===== src/sv/tlar_pkg.sv =====
// Shared package of the antialiased track line rasterizer.
// Holds widths, register index codes, controller states and the command and
// status structs between controller and datapath. Depends on nothing.
package tlar_pkg;

  localparam int MAX_TRACK_WIDTH = 7;
  localparam int COORD_BITS      = 12;

  // Width of the clamped segment length
  localparam int WB  = $clog2(MAX_TRACK_WIDTH + 1);
  // Q.16 coordinates, integer pixel coordinates, gradient
  localparam int CW  = 34;
  localparam int EW  = 18;
  localparam int GW  = 18;
  // slope * width
  localparam int DW  = 20 + WB + 1;

  localparam int CFG_IDX_W  = 3;
  localparam int CFG_DATA_W = 20;

  localparam logic [CFG_IDX_W-1:0] CFG_SLOPE         = 3'd0;
  localparam logic [CFG_IDX_W-1:0] CFG_TRACK_WIDTH   = 3'd1;
  localparam logic [CFG_IDX_W-1:0] CFG_TRACK_SPACING = 3'd2;
  localparam logic [CFG_IDX_W-1:0] CFG_GROUP_SPACING = 3'd3;
  localparam logic [CFG_IDX_W-1:0] CFG_TRACKS_GROUP  = 3'd4;
  localparam logic [CFG_IDX_W-1:0] CFG_GAIN          = 3'd5;

  // Steep gradient is floor(2^32 / |slope|) < 2^16: one quotient bit a step
  localparam int DIV_STEPS = 16;
  localparam int DIV_CW    = $clog2(DIV_STEPS);

  typedef enum logic [3:0] {
    ST_IDLE, ST_SETUP, ST_PREP, ST_DIV, ST_GRAD,
    ST_EP0, ST_EP1, ST_INT, ST_MUL1, ST_MUL2, ST_OUT
  } state_e;

  typedef enum logic [1:0] {PH_EP0, PH_EP1, PH_INT} phase_e;

  typedef struct packed {
    logic load_item;
    logic setup;
    logic prep;
    logic div_step;
    logic grad_load;
    logic ep_load;
    logic ep_sel;
    logic int_load;
    logic mul1;
    logic sub;
    logic mul2;
    logic out_load;
  } cmd_t;

  typedef struct packed {
    logic steep;
    logic more_int;
    logic out_free;
  } status_t;

endpackage


===== src/sv/tlar_ctrl.sv =====
// Controller of the rasterizer: sequences setup, gradient division, endpoint
// and interior points and the per-pixel weight steps. Depends on tlar_pkg.
module tlar_ctrl (
  input  logic             clk_i,
  input  logic             rst_ni,
  input  logic             in_valid_i,
  output logic             in_ready_o,
  input  tlar_pkg::status_t status_i,
  output tlar_pkg::cmd_t    cmd_o
);

  tlar_pkg::state_e state_q, state_d;
  tlar_pkg::phase_e phase_q, phase_d;
  logic sub_q, sub_d;
  logic [tlar_pkg::DIV_CW-1:0] cnt_q, cnt_d;

  always_ff @(posedge clk_i or negedge rst_ni) begin
    if (!rst_ni) begin
      state_q <= tlar_pkg::ST_IDLE;
      phase_q <= tlar_pkg::PH_EP0;
      sub_q   <= 1'b0;
      cnt_q   <= '0;
    end else begin
      state_q <= state_d;
      phase_q <= phase_d;
      sub_q   <= sub_d;
      cnt_q   <= cnt_d;
    end
  end

  always_comb begin
    state_d    = state_q;
    phase_d    = phase_q;
    sub_d      = sub_q;
    cnt_d      = cnt_q;
    cmd_o      = '0;
    in_ready_o = 1'b0;
    unique case (state_q)
      tlar_pkg::ST_IDLE: begin
        in_ready_o = 1'b1;
        if (in_valid_i) begin
          cmd_o.load_item = 1'b1;
          state_d = tlar_pkg::ST_SETUP;
        end
      end
      tlar_pkg::ST_SETUP: begin
        cmd_o.setup = 1'b1;
        state_d = tlar_pkg::ST_PREP;
      end
      tlar_pkg::ST_PREP: begin
        cmd_o.prep = 1'b1;
        cnt_d = '0;
        state_d = status_i.steep ? tlar_pkg::ST_DIV : tlar_pkg::ST_EP0;
      end
      tlar_pkg::ST_DIV: begin
        cmd_o.div_step = 1'b1;
        cnt_d = cnt_q + 1'b1;
        if (cnt_q == tlar_pkg::DIV_CW'(tlar_pkg::DIV_STEPS - 1)) begin
          state_d = tlar_pkg::ST_GRAD;
        end
      end
      tlar_pkg::ST_GRAD: begin
        cmd_o.grad_load = 1'b1;
        state_d = tlar_pkg::ST_EP0;
      end
      tlar_pkg::ST_EP0: begin
        cmd_o.ep_load = 1'b1;
        cmd_o.ep_sel  = 1'b0;
        phase_d = tlar_pkg::PH_EP0;
        sub_d   = 1'b0;
        state_d = tlar_pkg::ST_MUL1;
      end
      tlar_pkg::ST_EP1: begin
        cmd_o.ep_load = 1'b1;
        cmd_o.ep_sel  = 1'b1;
        phase_d = tlar_pkg::PH_EP1;
        sub_d   = 1'b0;
        state_d = tlar_pkg::ST_MUL1;
      end
      tlar_pkg::ST_INT: begin
        cmd_o.int_load = 1'b1;
        phase_d = tlar_pkg::PH_INT;
        sub_d   = 1'b0;
        state_d = tlar_pkg::ST_MUL1;
      end
      tlar_pkg::ST_MUL1: begin
        cmd_o.mul1 = 1'b1;
        cmd_o.sub  = sub_q;
        state_d = tlar_pkg::ST_MUL2;
      end
      tlar_pkg::ST_MUL2: begin
        cmd_o.mul2 = 1'b1;
        state_d = tlar_pkg::ST_OUT;
      end
      tlar_pkg::ST_OUT: begin
        // hold until the output register is free
        if (status_i.out_free) begin
          cmd_o.out_load = 1'b1;
          if (status_i.steep && !sub_q) begin
            sub_d   = 1'b1;
            state_d = tlar_pkg::ST_MUL1;
          end else begin
            unique case (phase_q)
              tlar_pkg::PH_EP0: state_d = tlar_pkg::ST_EP1;
              tlar_pkg::PH_EP1,
              tlar_pkg::PH_INT: state_d = status_i.more_int ? tlar_pkg::ST_INT
                                                             : tlar_pkg::ST_IDLE;
              default:          state_d = tlar_pkg::ST_IDLE;
            endcase
          end
        end
      end
      default: state_d = tlar_pkg::ST_IDLE;
    endcase
  end

endmodule


===== config.mk =====
export PLATFORM = sky130hd
export DESIGN_NAME = tlar_ctrl
export DESIGN_NICKNAME = d
export VERILOG_FILES = /design/src/sv/tlar_pkg.sv /design/src/sv/tlar_ctrl.sv
export SDC_FILE = /design/constraint.sdc
export NUM_CORES = 1
export LEC_CHECK = 0
export BUFFER_PORTS_ARGS = -buffer_cell sky130_fd_sc_hd__buf_2
export CAP_MARGIN = 20
export CORE_ASPECT_RATIO = 0.6
export CORE_UTILIZATION = 30
export CTS_BUF_LIST = sky130_fd_sc_hd__clkbuf_8
export CTS_CLUSTER_DIAMETER = 200
export CTS_CLUSTER_SIZE = 14
export DETAILED_ROUTE_END_ITERATION = 16
export GPL_ROUTABILITY_DRIVEN = 0
export SYNTH_ARGS = -nofsm -noshare
export SYNTH_HDL_FRONTEND = slang
export SYNTH_SLANG_ARGS = --single-unit

===== constraint.sdc =====
create_clock -name clk_i -period 2 [get_ports clk_i]
set_input_delay 0.5 -clock clk_i [delete_from_list [all_inputs] [get_ports clk_i]]
set_output_delay 0.5 -clock clk_i [all_outputs]
set_load 0.005 [all_outputs]

==> results.py, run 1 <==
metrics = {
    "floorplan": {
        "floorplan_die_height_um": 40.9,
        "core_region_area_mm2": 0.00228,
        "number_of_ports_placed_on_the_die_boundary": 19,
        "die_area_mm2": 0.00273,
        "initial_core_utilization_pct": 33.2,
        "row_count": 13,
        "chipWidth_um": 66.8,
    },
    "grt": {
        "grt_pass1_vias": 585,
        "grt_antenna_before_repair": 0,
        "globalRouteMet1Util_pct": 18.7,
        "gr-usage-met2_pct": 22.7,
        "overflow": 0,
        "grt_pass1_wl_mm": 2.67,
        "global_route_usage_over_all_layers_pct": 14.4,
        "peak_usage_layer_in_the_global_routing_report": "met2",
        "met3_usage_pct": 5.83,
        "largest_net_degree_at_the_start_of_global_routing": 15,
    },
    "placed_design": {
        "hpwl_mm": 1.31,
        "port-buffer-count": 18,
        "dp.cells": 131,
    },
    "worst_setup_path": {
        "timing.critical_path.from_type": "flip-flop",
        "critPathCaptureType": "primary output",
        "cp_data_required_time_ns": 1.50,
        "reg2reg_slack_ns": 0.54,
        "cp_data_arrival_time_ns": 1.41,
        "worstSetupPathType": "reg2out",
        "cp_max_fo": 13,
    },
    "sta": {
        "min_period_over_period_pct": 95.3,
        "fmax_mhz": 525,
        "finClkSkew_ns": 0.00647,
        "timing.setup.tns_ns": 0,
        "slew-limit-headroom_pct": 76.4,
        "tightest_slew_ns": 0.355,
        "final-hold-violation-count": 0,
        "report.final.setup_viol": 0,
        "timing.final.crit_period_ns": 1.91,
        "unrepaired_setup_endpoints_after_global_routing": "no",
        "number_of_pins_with_negative_max_slew_slack_in_the_final_report": 0,
    },
    "cells_and_area": {
        "flow.area_growth_from_synthesis_pct": 19.9,
        "post_layout_nonfiller_instances": 135,
        "final_nets": 115,
        "nFillCells": 232,
        "area_occupied_by_multi_input_gates_um2": 434,
        "fraction_of_layout_cells_with_a_size_suffix_above_1_pct": 31.4,
        "seq_area_um2": 279,
        "n_antenna_cell": 0,
    },
    "synthesis": {
        "post_synth_inst_count": 88,
        "synth_area_per_cell_um2": 8.59,
        "synth_area_leaders": "dfrtp_1, nor2_1, ha_1",
        "synthDistinctLibCells": 29,
        "synth_area_leader_cell": "dfrtp_1",
        "synth.yosys.seq_area_share_pct": 36.4,
        "yosys.area.top_type_share_pct": 36.4,
        "synth.ff_latch_count": 11,
        "synth_area_um2": 756,
        "mappedNetlistNets": 97,
        "synth_warnings": 0,
    },
    "clock_tree": {
        "postCtsSetupRepairBufs": 0,
        "clkLatencyLatePin_ns": 0.24,
        "cts_buffers": 3,
        "cts_max_path_buffers": 2,
        "count_of_h_tree_levels_built_during_cts": 1,
        "path_clk_slew_ns": 0.05,
        "cts_num_sinks": 11,
        "cts_hold_buf": 0,
        "cts-resized-gates": 0,
        "cts_root_buf": "clkbuf_8",
        "tritoncts": "yes",
    },
    "routing": {
        "residual_antenna_violating_net_count_after_detailed_routing": 0,
        "drt_iter0_markers": 53,
        "first_pass_iters": 4,
        "via_count": 682,
        "detail_route.wirelength_mm": 1.69,
        "wire_per_inst_um": 12.5,
        "route.detailed.vias_per_inst": 5.05,
        "remaining_drc_errors": 0,
    },
    "flow_run": {
        "timing.max_cap.violations": 0,
    },
    "power_and_ir_drop": {
        "max-vdd-ir-drop_v": 0.000409,
        "cell_pwr_density_mw_per_mm2": 1360,
        "power.static_leakage_nw": 0.425,
    },
    "worst_hold_path": {
        "hold_path.class": "in2async",
    },
    "run_status": {
        "outcome": "completed",
    },
}
## per-stage QoR
stage	hold slack, ns	total power, W	instance area [µm²]	setup WS (ns)	util, %
floorplan	0.204	0.000845	756	0.423	-
global placement	0.388	0.000986	853	0.310	37.5
detailed placement	0.383	0.00100	853	0.312	37.5
CTS	0.122	0.00123	900	0.0455	39.5
global route	0.132	0.00135	906	0.00566	39.8
finish	0.114	0.00123	906	0.0937	39.8
## critical path, stage by stage (launching register included)
cell	delay, ns
dfrtp_2	0.49
nand2b_1	0.20
nor3_1	0.20
and2_1	0.17
buf_2	0.11
## kinds of logic after synthesis
kind of cell	count (synthesis)	share of synthesized area, %
buffers and inverters	10	6.45
adder cells (fa/ha/maj)	4	6.46
AO/OA/AOI/OAI	24	21.2
AND/OR/NAND/NOR	39	29.5
flip-flops	11	36.4
## synthesized netlist by cell type, drive strengths merged
library cell / instances
o32a: 1
a22o: 1
ha: 3
nand4bb: 3
a31oi: 2
a2bb2oi: 1
maj3: 1
o221ai: 1
and2: 3
inv: 5
nand2: 8
nand3b: 1
nand4: 1
nor3: 4
nor2: 11
nand3: 1
o21ai: 8
dfrtp: 11
a21oi: 6
nor2b: 1
nor4: 1
o22ai: 3
buf: 5
o21ba: 1
nand2b: 5
## layer usage
metal,wire [µm],part of all wire (%)
met1,869,51
met2,688,41
met3,118,7.0
met4,14,0.83
met5,0,0
## layout by cell type, fill, tap and decap left out, types with 2 or more instances in the layout
cell type | synthesis | layout
dfrtp_1 | 11 | 8
clkbuf_8 | 0 | 3
and2_1 | 3 | 3
o21ai_0 | 6 | 6
inv_1 | 4 | 4
o22ai_1 | 3 | 3
ha_1 | 3 | 3
dfrtp_2 | 0 | 3
nor3_1 | 4 | 4
a21oi_1 | 6 | 6
o21ai_1 | 2 | 2
nand2_1 | 8 | 8
nand2b_1 | 5 | 4
nor2_1 | 11 | 11
a31oi_1 | 2 | 2
nand4bb_2 | 2 | 2
buf_2 | 3 | 18
## where the power goes
group	total (W)	internal, W	switching [W]
Sequential	0.000450	0.000308	0.000142
Clock	0.000225	0.000137	0.0000880
Combinational	0.000557	0.000258	0.000300
## final timing paths
check | startpoint | cells after the start | endpoint
max | state_q[2]$_DFFE_PN0P_ | 4 | cmd_o[2]
min | rst_ni | 1 | cnt_q[2]$_DFFE_PN0P_
max reg2reg | state_q[3]$_DFFE_PN0P_ | 4 | state_q[3]$_DFFE_PN0P_
min reg2reg | cnt_q[3]$_DFFE_PN0P_ | 1 | cnt_q[3]$_DFFE_PN0P_
max in group asynchronous | rst_ni | 1 | state_q[3]$_DFFE_PN0P_
min in group clk_i | cnt_q[3]$_DFFE_PN0P_ | 1 | cnt_q[3]$_DFFE_PN0P_
## sequential cells by signal, indices dropped and copies added (netlist names)
register	count
cnt_q	4
state_q	4
phase_q	2
sub_q	1
## area by class of cell
cell class	instances	share of cell area, %
repair buffers	18	9.94
inverters	5	2.07
multi-input cells	67	47.9
clock inverters	1	0.552
flip-flops and latches	11	30.8
well taps	30	4.14
clock buffers	3	4.56
No activity file was read; power rests on OpenSTA's default activity.
==> inputs of run 2 (changes only) <==
--- a/config.mk
+++ b/config.mk
@@ -14,6 +14,7 @@
 export CTS_CLUSTER_SIZE = 14
 export DETAILED_ROUTE_END_ITERATION = 16
 export GPL_ROUTABILITY_DRIVEN = 0
+export PLACE_DENSITY = 0.61
 export SYNTH_ARGS = -nofsm -noshare
 export SYNTH_HDL_FRONTEND = slang
 export SYNTH_SLANG_ARGS = --single-unit
==> constraint.sdc (replaced) <==
create_clock -name clk_i -period 2 [get_ports clk_i]
set_input_delay 0.5 -clock clk_i [delete_from_list [all_inputs] [get_ports clk_i]]
set_output_delay 0.5 -clock clk_i [all_outputs]
set_load 0.1 [all_outputs]
==> run 2 against run 1 <==
Effect of this change: hold slack improved by 0.012 ns; clock skew decreased by 0.0033 ns; non-clock buffer count increased by 10; sequential power decreased by 8.2%; fmax decreased by 2.1%; clock power decreased by 3%; die area unchanged; design area increased by 42%; sequential cell count unchanged.
==> results.py, run 2 (synthesis results as in run 1) <==
metrics = {
    "run_status": {
        "outcome": "completed",
    },
    "sta": {
        "report.final.setup_viol": 0,
        "unrepaired_setup_endpoints_after_global_routing": "no",
        "finClkSkew_ns": 0.00320,
        "number_of_pins_with_negative_max_slew_slack_in_the_final_report": 0,
        "hold-worst-slack_ns": 0.127,
        "timing.final.crit_period_ns": 1.95,
        "tightest_slew_ns": 0.319,
        "min_period_over_period_pct": 97.4,
        "fmax_mhz": 513,
        "final-hold-violation-count": 0,
        "slew-limit-headroom_pct": 78.6,
    },
    "clock_tree": {
        "path_clk_slew_ns": 0.05,
        "cts_num_sinks": 11,
        "clkLatencyLatePin_ns": 0.24,
        "cts_buffers": 3,
        "count_of_h_tree_levels_built_during_cts": 1,
        "tritoncts": "yes",
        "cts_root_buf": "clkbuf_8",
        "cts_max_path_buffers": 2,
        "cts_hold_buf": 0,
    },
    "routing": {
        "drt_iter0_markers": 49,
        "via_count": 757,
        "remaining_drc_errors": 0,
        "first_pass_iters": 4,
        "route.detailed.vias_per_inst": 5.22,
        "wire_per_inst_um": 13.7,
        "residual_antenna_violating_net_count_after_detailed_routing": 0,
        "detail_route.wirelength_mm": 1.99,
    },
    "floorplan": {
        "floorplan_die_height_um": 40.9,
        "row_count": 13,
        "die_area_mm2": 0.00273,
        "initial_core_utilization_pct": 33.2,
        "number_of_ports_placed_on_the_die_boundary": 19,
        "chipWidth_um": 66.8,
        "core_region_area_mm2": 0.00228,
    },
    "cells_and_area": {
        "most_common_cell_after_layout_fill_and_taps_aside": "buf_12",
        "fraction_of_layout_cells_with_a_size_suffix_above_1_pct": 53.0,
        "top_regs": "cnt_q x4, state_q x4, phase_q x2",
        "flow.area_growth_from_synthesis_pct": 69.9,
        "final_nets": 125,
        "commonest_non_fill_non_tap_cells_in_the_layout": "buf_12, buf_4, nand2_1, dfrtp_1",
        "post_layout_nonfiller_instances": 145,
        "n_antenna_cell": 0,
    },
    "grt": {
        "grt_antenna_before_repair": 0,
        "largest_net_degree_at_the_start_of_global_routing": 12,
        "grt_pass1_wl_mm": 3.15,
        "grt_pass1_vias": 668,
        "overflow": 0,
        "global_route_usage_over_all_layers_pct": 16.7,
    },
    "placed_design": {
        "hpwl_mm": 1.53,
        "dp.cells": 137,
        "port-buffer-count": 18,
    },
    "worst_setup_path": {
        "cp_data_arrival_time_ns": 1.45,
        "path_cells": "buf_6 -> nor2_4 -> nand2_2 -> clkinvlp_4 -> and2_4 -> buf_12",
        "timing.critical_path.from_type": "flip-flop",
        "cp_data_required_time_ns": 1.50,
        "critical-path-top-delay-family": "flip-flops",
        "startpoint": "state_q[0]$_DFFE_PN0P_",
        "critPathMaxStageDelay_ns": 0.44,
        "cp_slowest_cell": "dfrtp_2",
        "worstReg2RegStart": "state_q[2]$_DFFE_PN0P_",
        "critPathCaptureType": "primary output",
        "buffer_and_inverter_count_on_the_worst_path": 3,
        "worstSetupPathType": "reg2out",
        "cp_max_fo": 5,
    },
    "worst_hold_path": {
        "hold_path.class": "in2async",
    },
    "flow_run": {
        "timing.max_cap.violations": 0,
    },
    "power_and_ir_drop": {
        "cell_pwr_density_mw_per_mm2": 1720,
        "max-vdd-ir-drop_v": 0.000643,
        "power.static_leakage_nw": 0.534,
    },
}
## run 2: metal layers
metal	wire (µm)	up-vias	track usage [%]
met1	1040	365	24.7
met5	0	-	0
met4	6	0	3.19
met3	133	2	5.28
li1	-	365	-
met2	807	25	23.5
## run 2: layout make-up
type                            instances  area, µm²
Clock buffer                            3       41.3
Clock inverter                          1       3.75
Fill cell                             200        993
Inverter                                5       22.5
Multi-Input combinational cell         67        531
Sequential cell                        11        280
Tap cell                               30       37.5
Timing Repair Buffer                   28        368
## run 2: worst register-to-register path, stage by stage (launching register included)
cell and delay, ns:
dfrtp_2 0.42, buf_4 0.14, buf_4 0.14, nand4bb_2 0.31, nor4_2 0.38, nor2_1 0.09, o21ai_1 0.11
## run 2: final timing paths
path | cells past startpoint | to | slack (ns)
worst max-delay path | 6 | cmd_o[11] | 0.05
max in group asynchronous | 1 | state_q[1]$_DFFE_PN0P_ | 1.65
worst max register to register | 6 | state_q[1]$_DFFE_PN0P_ | 0.33
worst min-delay path | 1 | state_q[2]$_DFFE_PN0P_ | 0.13
min in group clk_i | 1 | cnt_q[3]$_DFFE_PN0P_ | 0.49
worst min register to register | 1 | cnt_q[3]$_DFFE_PN0P_ | 0.49
## run 2: stage by stage
step | worst slack [ns] | TNS, ns | total power (W) | instance area (µm²) | util, %
detailed placement | 0.200 | 0 | 0.00192 | 1180 | 51.9
finish | 0.0523 | 0 | 0.00221 | 1280 | 56.4
floorplan | -0.498 | -1.52 | 0.00149 | 862 | -
CTS | -0.00388 | -0.00388 | 0.00217 | 1240 | 54.7
global route | 0.00554 | 0 | 0.00232 | 1280 | 56.4
global placement | 0.202 | 0 | 0.00190 | 1180 | 51.9
## run 2: what timing repair did
action,in CTS,in global routing
buffers inserted,1,3
pin swaps,0,2
resized for setup,6,5
setup endpoints to repair,5,4
cloned,0,0
## run 2: power by group
group / total, W / switching (W) / internal [W]
combinational: 0.00158 / 0.000969 / 0.000610
sequential: 0.000413 / 0.000102 / 0.000311
clock: 0.000218 / 0.0000829 / 0.000135
total: 0.00221 / 0.00115 / 0.00106
==> inputs of run 3 (changes only) <==
--- a/config.mk
+++ b/config.mk
@@ -7,14 +7,13 @@
 export LEC_CHECK = 0
 export BUFFER_PORTS_ARGS = -buffer_cell sky130_fd_sc_hd__buf_2
 export CAP_MARGIN = 20
-export CORE_ASPECT_RATIO = 0.6
-export CORE_UTILIZATION = 30
+export CORE_UTILIZATION = 50
 export CTS_BUF_LIST = sky130_fd_sc_hd__clkbuf_8
 export CTS_CLUSTER_DIAMETER = 200
 export CTS_CLUSTER_SIZE = 14
 export DETAILED_ROUTE_END_ITERATION = 16
 export GPL_ROUTABILITY_DRIVEN = 0
-export PLACE_DENSITY = 0.61
+export PLACE_DENSITY = 0.87
 export SYNTH_ARGS = -nofsm -noshare
 export SYNTH_HDL_FRONTEND = slang
 export SYNTH_SLANG_ARGS = --single-unit
==> run 3 against run 2 <==
Effect of this change: the flow now finishes with violations (negative setup slack); cell count shrank 10%; sequential power up 5.3%; critical path type unchanged; clock-buffer cell count is the same; highest routed layer unchanged; sequential cell count unchanged; critical endpoint unchanged; critical path depth unchanged; global-route usage increased by 20 points.
==> results.py, run 3 (synthesis results as in run 1) <==
metrics = {
    "sta": {
        "hold-worst-slack_ns": 0.123,
        "slew-limit-headroom_pct": 76.6,
        "tightest_slew_ns": 0.349,
        "final-hold-violation-count": 0,
        "timing.final.crit_period_ns": 2.01,
        "fmax_mhz": 498,
        "report.final.setup_viol": 1,
        "number_of_pins_with_negative_max_slew_slack_in_the_final_report": 0,
        "min_period_over_period_pct": 100,
        "finClkSkew_ns": 0.00372,
        "finalWorstSetupSlack_ns": -0.00648,
    },
    "worst_setup_path": {
        "path_cells": "buf_12 -> nor2_4 -> nand2_2 -> clkinvlp_4 -> and2_4 -> buf_12",
        "critPathMaxStageDelay_ns": 0.46,
        "cp_data_arrival_time_ns": 1.51,
        "rr_worst_depth": 5,
        "cp_max_fo": 6,
        "cp_data_required_time_ns": 1.50,
        "timing.critical_path.from_type": "flip-flop",
        "worstSetupPathType": "reg2out",
        "cp_slowest_cell": "dfrtp_2",
        "critPathCaptureType": "primary output",
        "critical_path.most_common_cell": "buf_12",
    },
    "grt": {
        "grt_pass1_wl_mm": 3.83,
        "peak_usage_layer_in_the_global_routing_report": "met2",
        "overflow": 0,
        "grt_antenna_before_repair": 0,
        "gr-usage-met2_pct": 59.4,
        "grt_pass1_vias": 787,
        "global_route_usage_over_all_layers_pct": 36.6,
        "met3_usage_pct": 6.52,
        "globalRouteMet1Util_pct": 47.1,
        "largest_net_degree_at_the_start_of_global_routing": 12,
    },
    "cells_and_area": {
        "post_layout_nonfiller_instances": 130,
        "commonest_non_fill_non_tap_cells_in_the_layout": "buf_12, buf_4, dfrtp_1, nand2_1",
        "most_common_cell_after_layout_fill_and_taps_aside": "buf_12",
        "nFillCells": 45,
        "n_antenna_cell": 0,
        "postLayoutCellArea_mm2": 0.00127,
        "top_regs": "cnt_q x4, state_q x4, phase_q x2",
        "fraction_of_layout_cells_with_a_size_suffix_above_1_pct": 52.2,
        "final_nets": 125,
        "flow.area_growth_from_synthesis_pct": 67.9,
    },
    "floorplan": {
        "core_region_area_mm2": 0.00135,
        "die_area_mm2": 0.00167,
        "row_count": 13,
        "number_of_ports_placed_on_the_die_boundary": 19,
        "initial_core_utilization_pct": 56.0,
        "floorplan_die_height_um": 40.9,
        "chipWidth_um": 40.9,
    },
    "worst_hold_path": {
        "hold_path.class": "in2async",
    },
    "power_and_ir_drop": {
        "power.static_leakage_nw": 0.537,
        "cell_pwr_density_mw_per_mm2": 1850,
        "p_total_w": 0.00235,
        "max-vdd-ir-drop_v": 0.00116,
    },
    "routing": {
        "detail_route.wirelength_mm": 2.87,
        "wire_per_inst_um": 22.1,
        "remaining_drc_errors": 0,
        "drt_iter0_markers": 65,
        "residual_antenna_violating_net_count_after_detailed_routing": 0,
        "route.detailed.vias_per_inst": 6.72,
        "first_pass_iters": 4,
        "via_count": 873,
    },
    "clock_tree": {
        "cts_max_path_buffers": 2,
        "clkLatencyLatePin_ns": 0.24,
        "cts_num_sinks": 11,
        "cts_root_buf": "clkbuf_8",
        "cts_hold_buf": 0,
        "count_of_h_tree_levels_built_during_cts": 1,
        "tritoncts": "yes",
        "cts_buffers": 3,
        "path_clk_slew_ns": 0.05,
    },
    "run_status": {
        "outcome": "complete, but fails checks",
        "violations": "negative setup slack",
    },
    "placed_design": {
        "port-buffer-count": 18,
        "placedInstanceArea_mm2": 0.00115,
        "hpwl_mm": 1.66,
        "dp.cells": 121,
    },
    "flow_run": {
        "timing.max_cap.violations": 0,
    },
}
## run 3: cell counts in the layout (fill, tap and decap cells not counted)
No cell type changed its count.
## run 3: path summary, 6_finish.rpt
check / endpoint / from / slack, ns
min in group clk_i: cnt_q[3]$_DFFE_PN0P_ / cnt_q[3]$_DFFE_PN0P_ / 0.50
hold reg to reg: cnt_q[3]$_DFFE_PN0P_ / cnt_q[3]$_DFFE_PN0P_ / 0.50
max in group asynchronous: state_q[2]$_DFFE_PN0P_ / rst_ni / 1.65
setup / recovery: cmd_o[11] / state_q[1]$_DFFE_PN0P_ / -0.006
hold / removal: phase_q[0]$_DFFE_PN0P_ / rst_ni / 0.12
setup reg to reg: state_q[1]$_DFFE_PN0P_ / state_q[2]$_DFFE_PN0P_ / 0.35
## run 3: final cells by class
type                    instances  area [µm²]  area share (%)
multi-input cells              67         531            41.8
inverters                       5        22.5            1.78
well taps                      15        18.8            1.48
clock buffers                   3        41.3            3.25
repair buffers                 28         373            29.4
flip-flops and latches         11         279            22.0
clock inverters                 1        3.75           0.296
## run 3: metal layers
metal | vias up | wire length, µm
li1 | 366 | -
met1 | 415 | 1110
met2 | 74 | 1390
met3 | 18 | 234
met4 | 0 | 136
met5 | - | 0
## run 3: power by group
group | total [W] | internal, W | switching, W | leakage, nW
clock network | 0.000222 | 0.000135 | 0.0000867 | 0.0269
registers | 0.000435 | 0.000309 | 0.000127 | 0.141
logic | 0.00169 | 0.000644 | 0.00105 | 0.368
## run 3: worst max-delay path, delay by kind of cell (launching register included)
| kind | cells | cell delay, ns |
|---|---|---|
| flops | 1 | 0.46 |
| buf+inv | 3 | 0.41 |
| simple gates | 3 | 0.39 |
## run 3: per-stage QoR
stage / utilization [%] / setup TNS, ns / setup WS (ns)
2_1_floorplan: - / -1.52 / -0.498
6_report: 94.0 / -0.00648 / -0.00648
3_3_place_gp: 85.5 / 0 / 0.175
4_1_cts: 89.5 / 0 / 0.000302
3_5_place_dp: 85.5 / 0 / 0.123
5_1_grt: 94.0 / -0.0455 / -0.0200
## run 3: repair_timing
action                                  in CTS  in global routing
gates resized for setup                      5                  3
endpoints found under the setup margin       9                  7
pin swaps                                    1                  2
cloned                                       0                  0
setup buffers                                0                  5
